==> config.mk <==
export PLATFORM = sky130hd
export DESIGN_NAME = timed_event_queue_unit_flat
export DESIGN_NICKNAME = d
export VERILOG_FILES = /design/src/hw/rtl/tequ_pkg.sv /design/src/hw/rtl/tequ_if.sv /design/src/hw/rtl/tequ_slot_ram.sv /design/src/hw/rtl/timed_event_queue_unit.sv /design/src/flat_wrapper.sv
export SDC_FILE = /design/constraint.sdc
export NUM_CORES = 2
export LEC_CHECK = 0
export BUFFER_PORTS_ARGS = -buffer_cell sky130_fd_sc_hd__buf_2
export CAP_MARGIN = 10
export CORE_MARGIN = 2
export CORE_UTILIZATION = 55
export CTS_CLUSTER_SIZE = 20
export DETAILED_ROUTE_END_ITERATION = 10
export PLACE_DENSITY = 0.79
export SLEW_MARGIN = 25
export SYNTH_ARGS = -nofsm -noshare
export SYNTH_HDL_FRONTEND = slang
export SYNTH_SLANG_ARGS = --single-unit
export TNS_END_PERCENT = 1
==> constraint.sdc <==
create_clock -name clk -period 35.8 [get_ports clk]
set_clock_uncertainty 0.2 [all_clocks]
set_input_delay 0 -clock clk [delete_from_list [all_inputs] [get_ports clk]]
set_output_delay 0 -clock clk [all_outputs]
set_load 0.005 [all_outputs]
==> src/hw/rtl/tequ_pkg.sv <==
`timescale 1ns / 1ps
package tequ_pkg;

  localparam int CAPACITY    = 16;
  localparam int MAX_RESULTS = 16;
  localparam int ADDR_W      = $clog2(CAPACITY);
  localparam int CNT_W       = $clog2(CAPACITY + 1);
  localparam int K_W         = $clog2(MAX_RESULTS + 1);

  localparam logic [1:0] OP_TICK = 2'd0;
  localparam logic [1:0] OP_ADD  = 2'd1;
  localparam logic [1:0] OP_KILL = 2'd2;
  localparam logic [1:0] OP_NONE = 2'd3;

  localparam logic [2:0] KIND_ACCEPTED = 3'd0;
  localparam logic [2:0] KIND_REJECTED = 3'd1;
  localparam logic [2:0] KIND_EXECUTED = 3'd2;
  localparam logic [2:0] KIND_ABORTED  = 3'd3;
  localparam logic [2:0] KIND_KILLED   = 3'd4;

  typedef struct packed {
    logic [63:0] due;
    logic [63:0] added;
    logic [15:0] id;
    logic        deletable;
    logic        mark;
  } slot_t;

  typedef struct packed {
    logic [2:0]  kind;
    logic [15:0] id;
    logic [63:0] due;
    logic [63:0] added;
    logic [63:0] cur;
    logic        kept;
  } res_t;

  // Physical slot of a logical position in the circular store.
  function automatic logic [ADDR_W-1:0] phys_addr(input logic [ADDR_W-1:0] head,
                                                  input logic [CNT_W-1:0] pos);
    logic [CNT_W:0] sum;
    sum = {{(CNT_W + 1 - ADDR_W){1'b0}}, head} + {1'b0, pos};
    if (sum >= (CNT_W + 1)'(CAPACITY)) sum = sum - (CNT_W + 1)'(CAPACITY);
    return sum[ADDR_W-1:0];
  endfunction

endpackage

==> src/hw/rtl/tequ_if.sv <==
`timescale 1ns / 1ps
interface tequ_in_if;
  logic        valid;
  logic        ready;
  logic [1:0]  opcode;
  logic [63:0] time_value;
  logic        relative;
  logic [15:0] event_id;
  logic        record_add_time;
  logic        deletable;
  logic        force_req;

  modport source (output valid, opcode, time_value, relative, event_id, record_add_time,
                  deletable, force_req, input ready);
  modport sink (input valid, opcode, time_value, relative, event_id, record_add_time,
                deletable, force_req, output ready);
endinterface

interface tequ_out_if;
  logic        valid;
  logic        ready;
  logic [2:0]  kind;
  logic [15:0] event_id_res;
  logic [63:0] due_time;
  logic [63:0] added_at;
  logic [63:0] current_time;
  logic        kept;
  logic        last;

  modport source (output valid, kind, event_id_res, due_time, added_at, current_time, kept,
                  last, input ready);
  modport sink (input valid, kind, event_id_res, due_time, added_at, current_time, kept,
                last, output ready);
endinterface

==> src/hw/rtl/tequ_slot_ram.sv <==
`timescale 1ns / 1ps
module tequ_slot_ram #(
  parameter int Depth = 16,
  parameter int Width = 8
) (
  input  logic                     clk,
  input  logic                     we,
  input  logic [$clog2(Depth)-1:0] waddr,
  input  logic [Width-1:0]         wdata,
  input  logic [$clog2(Depth)-1:0] raddr,
  output logic [Width-1:0]         rdata
);
  logic [Width-1:0] mem [Depth];

  always_ff @(posedge clk) begin
    if (we) mem[waddr] <= wdata;
    rdata <= mem[raddr];
  end
endmodule

==> src/hw/rtl/timed_event_queue_unit.sv <==
`timescale 1ns / 1ps
// Timed event queue: keeps up to CAPACITY events sorted by due time in a circular
// single-port-read RAM, with a 64-bit running time. Every stored slot touched takes
// a registered RAM read, then compare and write; adds and ticks do their compares
// through one shared 64-bit comparator. An add is rejected when the store is full,
// else it shifts later events up one slot each until it finds its place and writes
// there. A tick releases due events from the front until one is not yet due, the
// store runs empty or MAX_RESULTS events are out; a kill visits every stored event.
// Results pass through a one-beat holding stage and an output register, so a stalled
// sink stalls the unit. in_ch.ready is high only between items.
module timed_event_queue_unit (
  input logic clk,
  input logic rst,
  tequ_in_if.sink    in_ch,
  tequ_out_if.source out_ch
);
  import tequ_pkg::*;

  typedef enum logic [10:0] {
    S_IDLE    = 11'b00000000001,
    S_ADD_CHK = 11'b00000000010,
    S_ADD_RD  = 11'b00000000100,
    S_ADD_CMP = 11'b00000001000,
    S_ADD_WR  = 11'b00000010000,
    S_T_RD    = 11'b00000100000,
    S_T_CMP   = 11'b00001000000,
    S_K_RD    = 11'b00010000000,
    S_K_CMP   = 11'b00100000000,
    S_K_DONE  = 11'b01000000000,
    S_FIN     = 11'b10000000000
  } state_t;

  state_t            state;
  logic [63:0]       now;
  logic [ADDR_W-1:0] head;
  logic [CNT_W-1:0]  count;
  logic [CNT_W-1:0]  idx;
  logic [CNT_W-1:0]  wr;
  logic [K_W-1:0]    k;
  slot_t             req;
  logic              force_r;
  res_t              pend;
  logic              pend_valid;
  res_t              out_r;
  logic              out_last;
  logic              out_valid;
  logic              out_load;

  logic              ram_we;
  logic [ADDR_W-1:0] ram_waddr;
  slot_t             ram_wdata;
  logic [ADDR_W-1:0] ram_raddr;
  logic [$bits(slot_t)-1:0] ram_rbits;
  slot_t             rd;

  logic [63:0] cmp_b;
  logic        cmp_le;
  logic        out_free;
  logic        emit_ok;
  logic        k_full;
  logic        removed;
  logic        k_go;

  tequ_slot_ram #(.Depth(CAPACITY), .Width($bits(slot_t))) u_ram (
    .clk   (clk),
    .we    (ram_we),
    .waddr (ram_waddr),
    .wdata (ram_wdata),
    .raddr (ram_raddr),
    .rdata (ram_rbits)
  );
  assign rd = slot_t'(ram_rbits);

  // shared comparator: stored due time against the new due time or the running time
  assign cmp_b    = (state == S_ADD_CMP) ? req.due : now;
  assign cmp_le   = rd.due <= cmp_b;
  assign out_free = !out_valid || out_ch.ready;
  assign emit_ok  = !pend_valid || out_free;
  assign k_full   = k == K_W'(MAX_RESULTS);
  assign removed  = force_r || rd.deletable;
  assign k_go     = k_full || emit_ok;

  // move the held beat into the output register
  assign out_load = pend_valid && (((state == S_T_CMP) && cmp_le && emit_ok) ||
                                   ((state == S_K_CMP) && k_go && !k_full) ||
                                   ((state == S_FIN) && out_free));

  always_comb begin
    ram_we    = 1'b0;
    ram_waddr = phys_addr(head, idx);
    ram_wdata = rd;
    ram_raddr = phys_addr(head, idx);
    unique case (state)
      S_ADD_RD:  ram_raddr = phys_addr(head, idx - CNT_W'(1));
      S_ADD_CMP: begin
        ram_we = !cmp_le;
      end
      S_ADD_WR: begin
        ram_we    = emit_ok;
        ram_wdata = req;
      end
      S_K_CMP: begin
        ram_waddr = phys_addr(head, wr);
        ram_we    = k_go && (k_full || !removed);
        if (!k_full) ram_wdata.mark = 1'b1;
      end
      default: ;
    endcase
  end

  assign in_ch.ready         = state == S_IDLE;
  assign out_ch.valid        = out_valid;
  assign out_ch.kind         = out_r.kind;
  assign out_ch.event_id_res = out_r.id;
  assign out_ch.due_time     = out_r.due;
  assign out_ch.added_at     = out_r.added;
  assign out_ch.current_time = out_r.cur;
  assign out_ch.kept         = out_r.kept;
  assign out_ch.last         = out_last;

  always_ff @(posedge clk) begin
    if (rst) begin
      out_valid <= 1'b0;
    end else if (out_load) begin
      out_valid <= 1'b1;
    end else if (out_ch.ready) begin
      out_valid <= 1'b0;
    end
  end

  always_ff @(posedge clk) begin
    if (out_load) begin
      out_r    <= pend;
      out_last <= state == S_FIN;
    end
  end

  always_ff @(posedge clk) begin
    if (rst) begin
      state      <= S_IDLE;
      now        <= '0;
      head       <= '0;
      count      <= '0;
      pend_valid <= 1'b0;
    end else begin
      unique case (state)
        S_IDLE: begin
          idx <= '0;
          wr  <= '0;
          k   <= '0;
          force_r       <= in_ch.force_req;
          req.id        <= in_ch.event_id;
          req.deletable <= in_ch.deletable;
          req.mark      <= 1'b0;
          req.due       <= in_ch.relative ? now + in_ch.time_value : in_ch.time_value;
          req.added     <= in_ch.record_add_time ? now : 64'd0;
          if (in_ch.valid) begin
            case (in_ch.opcode)
              OP_TICK: begin
                now   <= now + in_ch.time_value;
                state <= S_T_RD;
              end
              OP_ADD:  state <= S_ADD_CHK;
              OP_KILL: state <= S_K_RD;
              default: ;
            endcase
          end
        end
        S_ADD_CHK: begin
          pend <= '{KIND_REJECTED, req.id, req.due, req.added, now, 1'b0};
          if (count == CNT_W'(CAPACITY)) begin
            pend_valid <= 1'b1;
            state      <= S_FIN;
          end else begin
            idx   <= count;
            state <= S_ADD_RD;
          end
        end
        S_ADD_RD: state <= (idx == '0) ? S_ADD_WR : S_ADD_CMP;
        S_ADD_CMP: begin
          // shift a later event up one slot, or stop at its place
          if (!cmp_le) begin
            idx   <= idx - CNT_W'(1);
            state <= S_ADD_RD;
          end else begin
            state <= S_ADD_WR;
          end
        end
        S_ADD_WR: begin
          if (emit_ok) begin
            count      <= count + CNT_W'(1);
            pend       <= '{KIND_ACCEPTED, req.id, req.due, req.added, now, 1'b0};
            pend_valid <= 1'b1;
            state      <= S_FIN;
          end
        end
        S_T_RD: state <= (k_full || count == '0) ? S_FIN : S_T_CMP;
        S_T_CMP: begin
          if (!cmp_le) begin
            state <= S_FIN;
          end else if (emit_ok) begin
            pend       <= '{rd.mark ? KIND_ABORTED : KIND_EXECUTED, rd.id, rd.due, rd.added,
                            now, 1'b0};
            pend_valid <= 1'b1;
            head       <= phys_addr(head, CNT_W'(1));
            count      <= count - CNT_W'(1);
            k          <= k + K_W'(1);
            state      <= S_T_RD;
          end
        end
        S_K_RD: state <= (idx == count) ? S_K_DONE : S_K_CMP;
        S_K_CMP: begin
          if (k_go) begin
            if (!k_full) begin
              pend       <= '{KIND_KILLED, rd.id, rd.due, rd.added, now, !removed};
              pend_valid <= 1'b1;
              k          <= k + K_W'(1);
            end
            // compact the kept events down over the removed ones
            if (k_full || !removed) wr <= wr + CNT_W'(1);
            idx   <= idx + CNT_W'(1);
            state <= S_K_RD;
          end
        end
        S_K_DONE: begin
          count <= wr;
          state <= S_FIN;
        end
        S_FIN: begin
          if (!pend_valid) begin
            state <= S_IDLE;
          end else if (out_free) begin
            pend_valid <= 1'b0;
            state      <= S_IDLE;
          end
        end
        default: state <= S_IDLE;
      endcase
    end
  end
endmodule

==> src/flat_wrapper.sv <==
// flat-port wrapper written by rule: the top's interface ports become plain ports
module timed_event_queue_unit_flat import tequ_pkg::*;
  (clk, rst, in_ch_valid, in_ch_opcode, in_ch_time_value, in_ch_relative, in_ch_event_id, in_ch_record_add_time, in_ch_deletable, in_ch_force_req, in_ch_ready, out_ch_valid, out_ch_kind, out_ch_event_id_res, out_ch_due_time, out_ch_added_at, out_ch_current_time, out_ch_kept, out_ch_last, out_ch_ready);
  tequ_in_if in_ch_i ();
  tequ_out_if out_ch_i ();
  input logic clk;
  input logic rst;
  input wire logic [$bits(in_ch_i.valid)-1:0] in_ch_valid;
  input wire logic [$bits(in_ch_i.opcode)-1:0] in_ch_opcode;
  input wire logic [$bits(in_ch_i.time_value)-1:0] in_ch_time_value;
  input wire logic [$bits(in_ch_i.relative)-1:0] in_ch_relative;
  input wire logic [$bits(in_ch_i.event_id)-1:0] in_ch_event_id;
  input wire logic [$bits(in_ch_i.record_add_time)-1:0] in_ch_record_add_time;
  input wire logic [$bits(in_ch_i.deletable)-1:0] in_ch_deletable;
  input wire logic [$bits(in_ch_i.force_req)-1:0] in_ch_force_req;
  output wire logic [$bits(in_ch_i.ready)-1:0] in_ch_ready;
  output wire logic [$bits(out_ch_i.valid)-1:0] out_ch_valid;
  output wire logic [$bits(out_ch_i.kind)-1:0] out_ch_kind;
  output wire logic [$bits(out_ch_i.event_id_res)-1:0] out_ch_event_id_res;
  output wire logic [$bits(out_ch_i.due_time)-1:0] out_ch_due_time;
  output wire logic [$bits(out_ch_i.added_at)-1:0] out_ch_added_at;
  output wire logic [$bits(out_ch_i.current_time)-1:0] out_ch_current_time;
  output wire logic [$bits(out_ch_i.kept)-1:0] out_ch_kept;
  output wire logic [$bits(out_ch_i.last)-1:0] out_ch_last;
  input wire logic [$bits(out_ch_i.ready)-1:0] out_ch_ready;
  assign in_ch_i.valid = in_ch_valid;
  assign in_ch_i.opcode = in_ch_opcode;
  assign in_ch_i.time_value = in_ch_time_value;
  assign in_ch_i.relative = in_ch_relative;
  assign in_ch_i.event_id = in_ch_event_id;
  assign in_ch_i.record_add_time = in_ch_record_add_time;
  assign in_ch_i.deletable = in_ch_deletable;
  assign in_ch_i.force_req = in_ch_force_req;
  assign in_ch_ready = in_ch_i.ready;
  assign out_ch_valid = out_ch_i.valid;
  assign out_ch_kind = out_ch_i.kind;
  assign out_ch_event_id_res = out_ch_i.event_id_res;
  assign out_ch_due_time = out_ch_i.due_time;
  assign out_ch_added_at = out_ch_i.added_at;
  assign out_ch_current_time = out_ch_i.current_time;
  assign out_ch_kept = out_ch_i.kept;
  assign out_ch_last = out_ch_i.last;
  assign out_ch_i.ready = out_ch_ready;
  timed_event_queue_unit u_core (.clk(clk), .rst(rst), .in_ch(in_ch_i), .out_ch(out_ch_i));
endmodule
==> metrics.txt <==
DIE WIDTH a little under 500 µm; initial antenna violation count 25; Clock Latency Late Sink 0.98 ns; syn_area_per_cell about 17 µm²; PD cells 68.4 nW/µm²; CTS tree done; crit-path max FO 50; net count after synthesis between 7k and 8k; DR vias/cell around 6.5; outcome complete, no violations; Leak 48.1 nW; Residual DRC 0; final-report max-slew violation count 0; CTS Sinks 3,154; top-count cell post-synth edfxtp_1; #FFs+latches synth roughly 3.2k; Area contributors post-synth edfxtp_1 70%, mux4_2 9.9%, dfxtp_1 3.7%; yosys warns 0; initial DRC count ~10k; global route overflow 0; Setup-failing EPs final 0; # IOs approximately 310; crit start category flop; Seq/Total Area, Yosys 0.741; nets about 8.0k; max cap viols 0; routability cong. 0.949; post-layout min period just under 9 ns; Core Util, Final 0.631; die area 231,000 µm²; final hold violation count 0; largest area contributor in the netlist edfxtp_1; Yosys top cell area share 0.704; Final ANT Viol Nets 0; Worst Max-Slew Pin Slew 1.15 ns; Netlist cell types slightly above 80; WL per Instance around 31 µm; largest net degree at the start of global routing 183; CTS max path bufs 4; Initial Utilization 0.554; Peak supply drop around 0.061 mV; Setup TNS Final 0 ns; post_cts resized 0; required time worst endpoint between 30 and 40 ns; CTS root buf clkbuf_16; Site Rows about 170; IO buf count between 300 and 400; RSZ-0062 raised after global routing no; core area between 200,000 and 250,000 µm²; CTS HTree Levels 5; area of the mapped netlist about 120,000 µm²; via count between 70k and 80k; total design power 9.73 mW; DIE HEIGHT 480 µm; Mapped Cells about 7k; crit path kind flop to flop; layout cells sized above 1 0.189; final wirelength 340,000 µm; worst hold slack 0.0520 ns; CP endpoint kind flop; via count of the first global-routing pass between 70k and 80k; DP HPWL ~180,000 µm; Peak Freq approximately 0.11 GHz; Slew Limit Headroom 0.235; All-Layer GR Usage 0.293; first-pass detailed-route iteration total 6; number of synthesized flops with an enable pin a little under 3k; Worst Hold Class primary input to flop; first-pass GRT wire length just under 500,000 µm; ys async rst share 0; ys flop type edfxtp_1; synth-to-layout area growth 14.0%; synth cell count leaders 2,922 x edfxtp_1, 1,201 x nand2_1, 546 x mux4_2, 274 x a21oi_1, 232 x dfxtp_1; Final Cycle Share 0.246; CTS clk-pin slew, worst paths roughly 0.06 ns; total CTS buffers 320; Arr. time, crit path 9.15 ns
[worst max-delay path: stages (launching register included)]
cell	delay, ns
dfxtp_1	0.33
nor2_1	0.37
nand2_1	0.23
nor3_1	0.27
nand2_1	0.13
nor3b_2	0.17
buf_4	0.46
buf_4	0.70
mux2i_1	0.18
ha_1	0.35
nand4_1	0.11
or2_2	0.32
nor2_1	0.26
o21ai_0	0.19
o2111ai_1	0.20
a211oi_1	0.28
a21boi_0	0.26
buf_4	0.24
a221o_1	0.32
nand3_1	0.36
nor2_4	0.73
buf_4	0.72
buf_4	0.90
[cells in the final DEF, fill, tap and decap left out, types with 154 or more instances in the layout]
cell and n:
buf_2 301, mux4_2 546, dlygate4sd3_1 249, edfxtp_1 2922, clkbuf_16 329, nand2_1 1200
mux2i_1 196, a211oi_1 154, dfxtp_1 232, a21oi_1 274
[state kept, by name (all words and copies together) (netlist names), 3 cells and up]
| name | flops |
|---|---|
| u_core.u_ram.mem | 2336 |
| u_core.pend | 212 |
| u_core.u_ram.rdata | 146 |
| u_core.req | 145 |
| u_core.now | 64 |
| u_core.out_ch.added_at | 64 |
| u_core.out_ch.current_time | 64 |
| u_core.out_ch.due_time | 64 |
| u_core.out_ch.event_id_res | 16 |
| u_core.state | 11 |
| u_core.count | 5 |
| u_core.idx | 5 |
| u_core.k | 5 |
| u_core.wr | 5 |
| u_core.head | 4 |
| u_core.out_ch.kind | 3 |
[final timing paths]
| path | slack, ns | end | depth (start not counted) | startpoint |
|---|---|---|---|---|
| max reg2reg | 26.98 | u_core.u_ram.mem[4][101]$_DFFE_PP_ | 22 | u_core.state[5]$_SDFFE_PP0P_ |
| min reg2reg | 0.20 | u_core.out_ch.added_at[63]$_DFFE_PP_ | 0 | u_core.pend[128]$_DFFE_PP_ |
| max | 26.98 | u_core.u_ram.mem[4][101]$_DFFE_PP_ | 22 | u_core.state[5]$_SDFFE_PP0P_ |
| min | 0.05 | u_core.now[50]$_SDFFE_PP0P_ | 6 | in_ch_time_value[50] |
[cell type report]
class	count	area, µm²
antenna	4	10.0
sequential	3154	92400
timing repair buffer	662	5220
clock buffer	420	8710
fill	14896	83000
tap	2992	3740
clock inverter	142	1370
inverter	51	191
multi-input combinational	3567	30500
[per-layer routing]
| layer | share of wire | global-route usage | vias to the layer above |
|---|---|---|---|
| met5 | 0.00033 | 0 | - |
| met4 | 0.054 | 0.142 | 16 |
| met3 | 0.11 | 0.0616 | 876 |
| met2 | 0.48 | 0.466 | 5146 |
| met1 | 0.36 | 0.388 | 35879 |
| li1 | - | - | 29043 |
[what timing repair did]
action | CTS | global route
hold buffers | 250 | 0
endpoints found under the hold margin | 233 | 0
buffers inserted | 0 | 0
[power breakdown]
part	total, mW	internal (mW)	switching [mW]
logic	1.70	0.563	1.13
clock network	3.26	1.89	1.37
registers	4.77	4.61	0.159
[cells by family after synthesis]
group / count (synthesis) / share of synthesized area
AOI/OAI and AO/OA: 711 / 0.0367
xor gates and xnor gates: 91 / 0.00654
adders and majority gates: 154 / 0.0158
buffers and inverters: 428 / 0.0165
DFF: 3154 / 0.741
muxes: 797 / 0.119
and+or+nand+nor: 1814 / 0.0642
[through the flow]
stage / cell area, µm² / instances / setup slack (ns)
detailed placement: 129000 / 10172 / 27.11
global route: 142000 / 10988 / 26.56
global placement: 129000 / 10170 / 27.16
finish: 142000 / 10992 / 26.98
CTS: 142000 / 10984 / 27.03
floorplan: 125000 / 7149 / 21.91
Note: power is estimated with default switching activity, not from simulation.
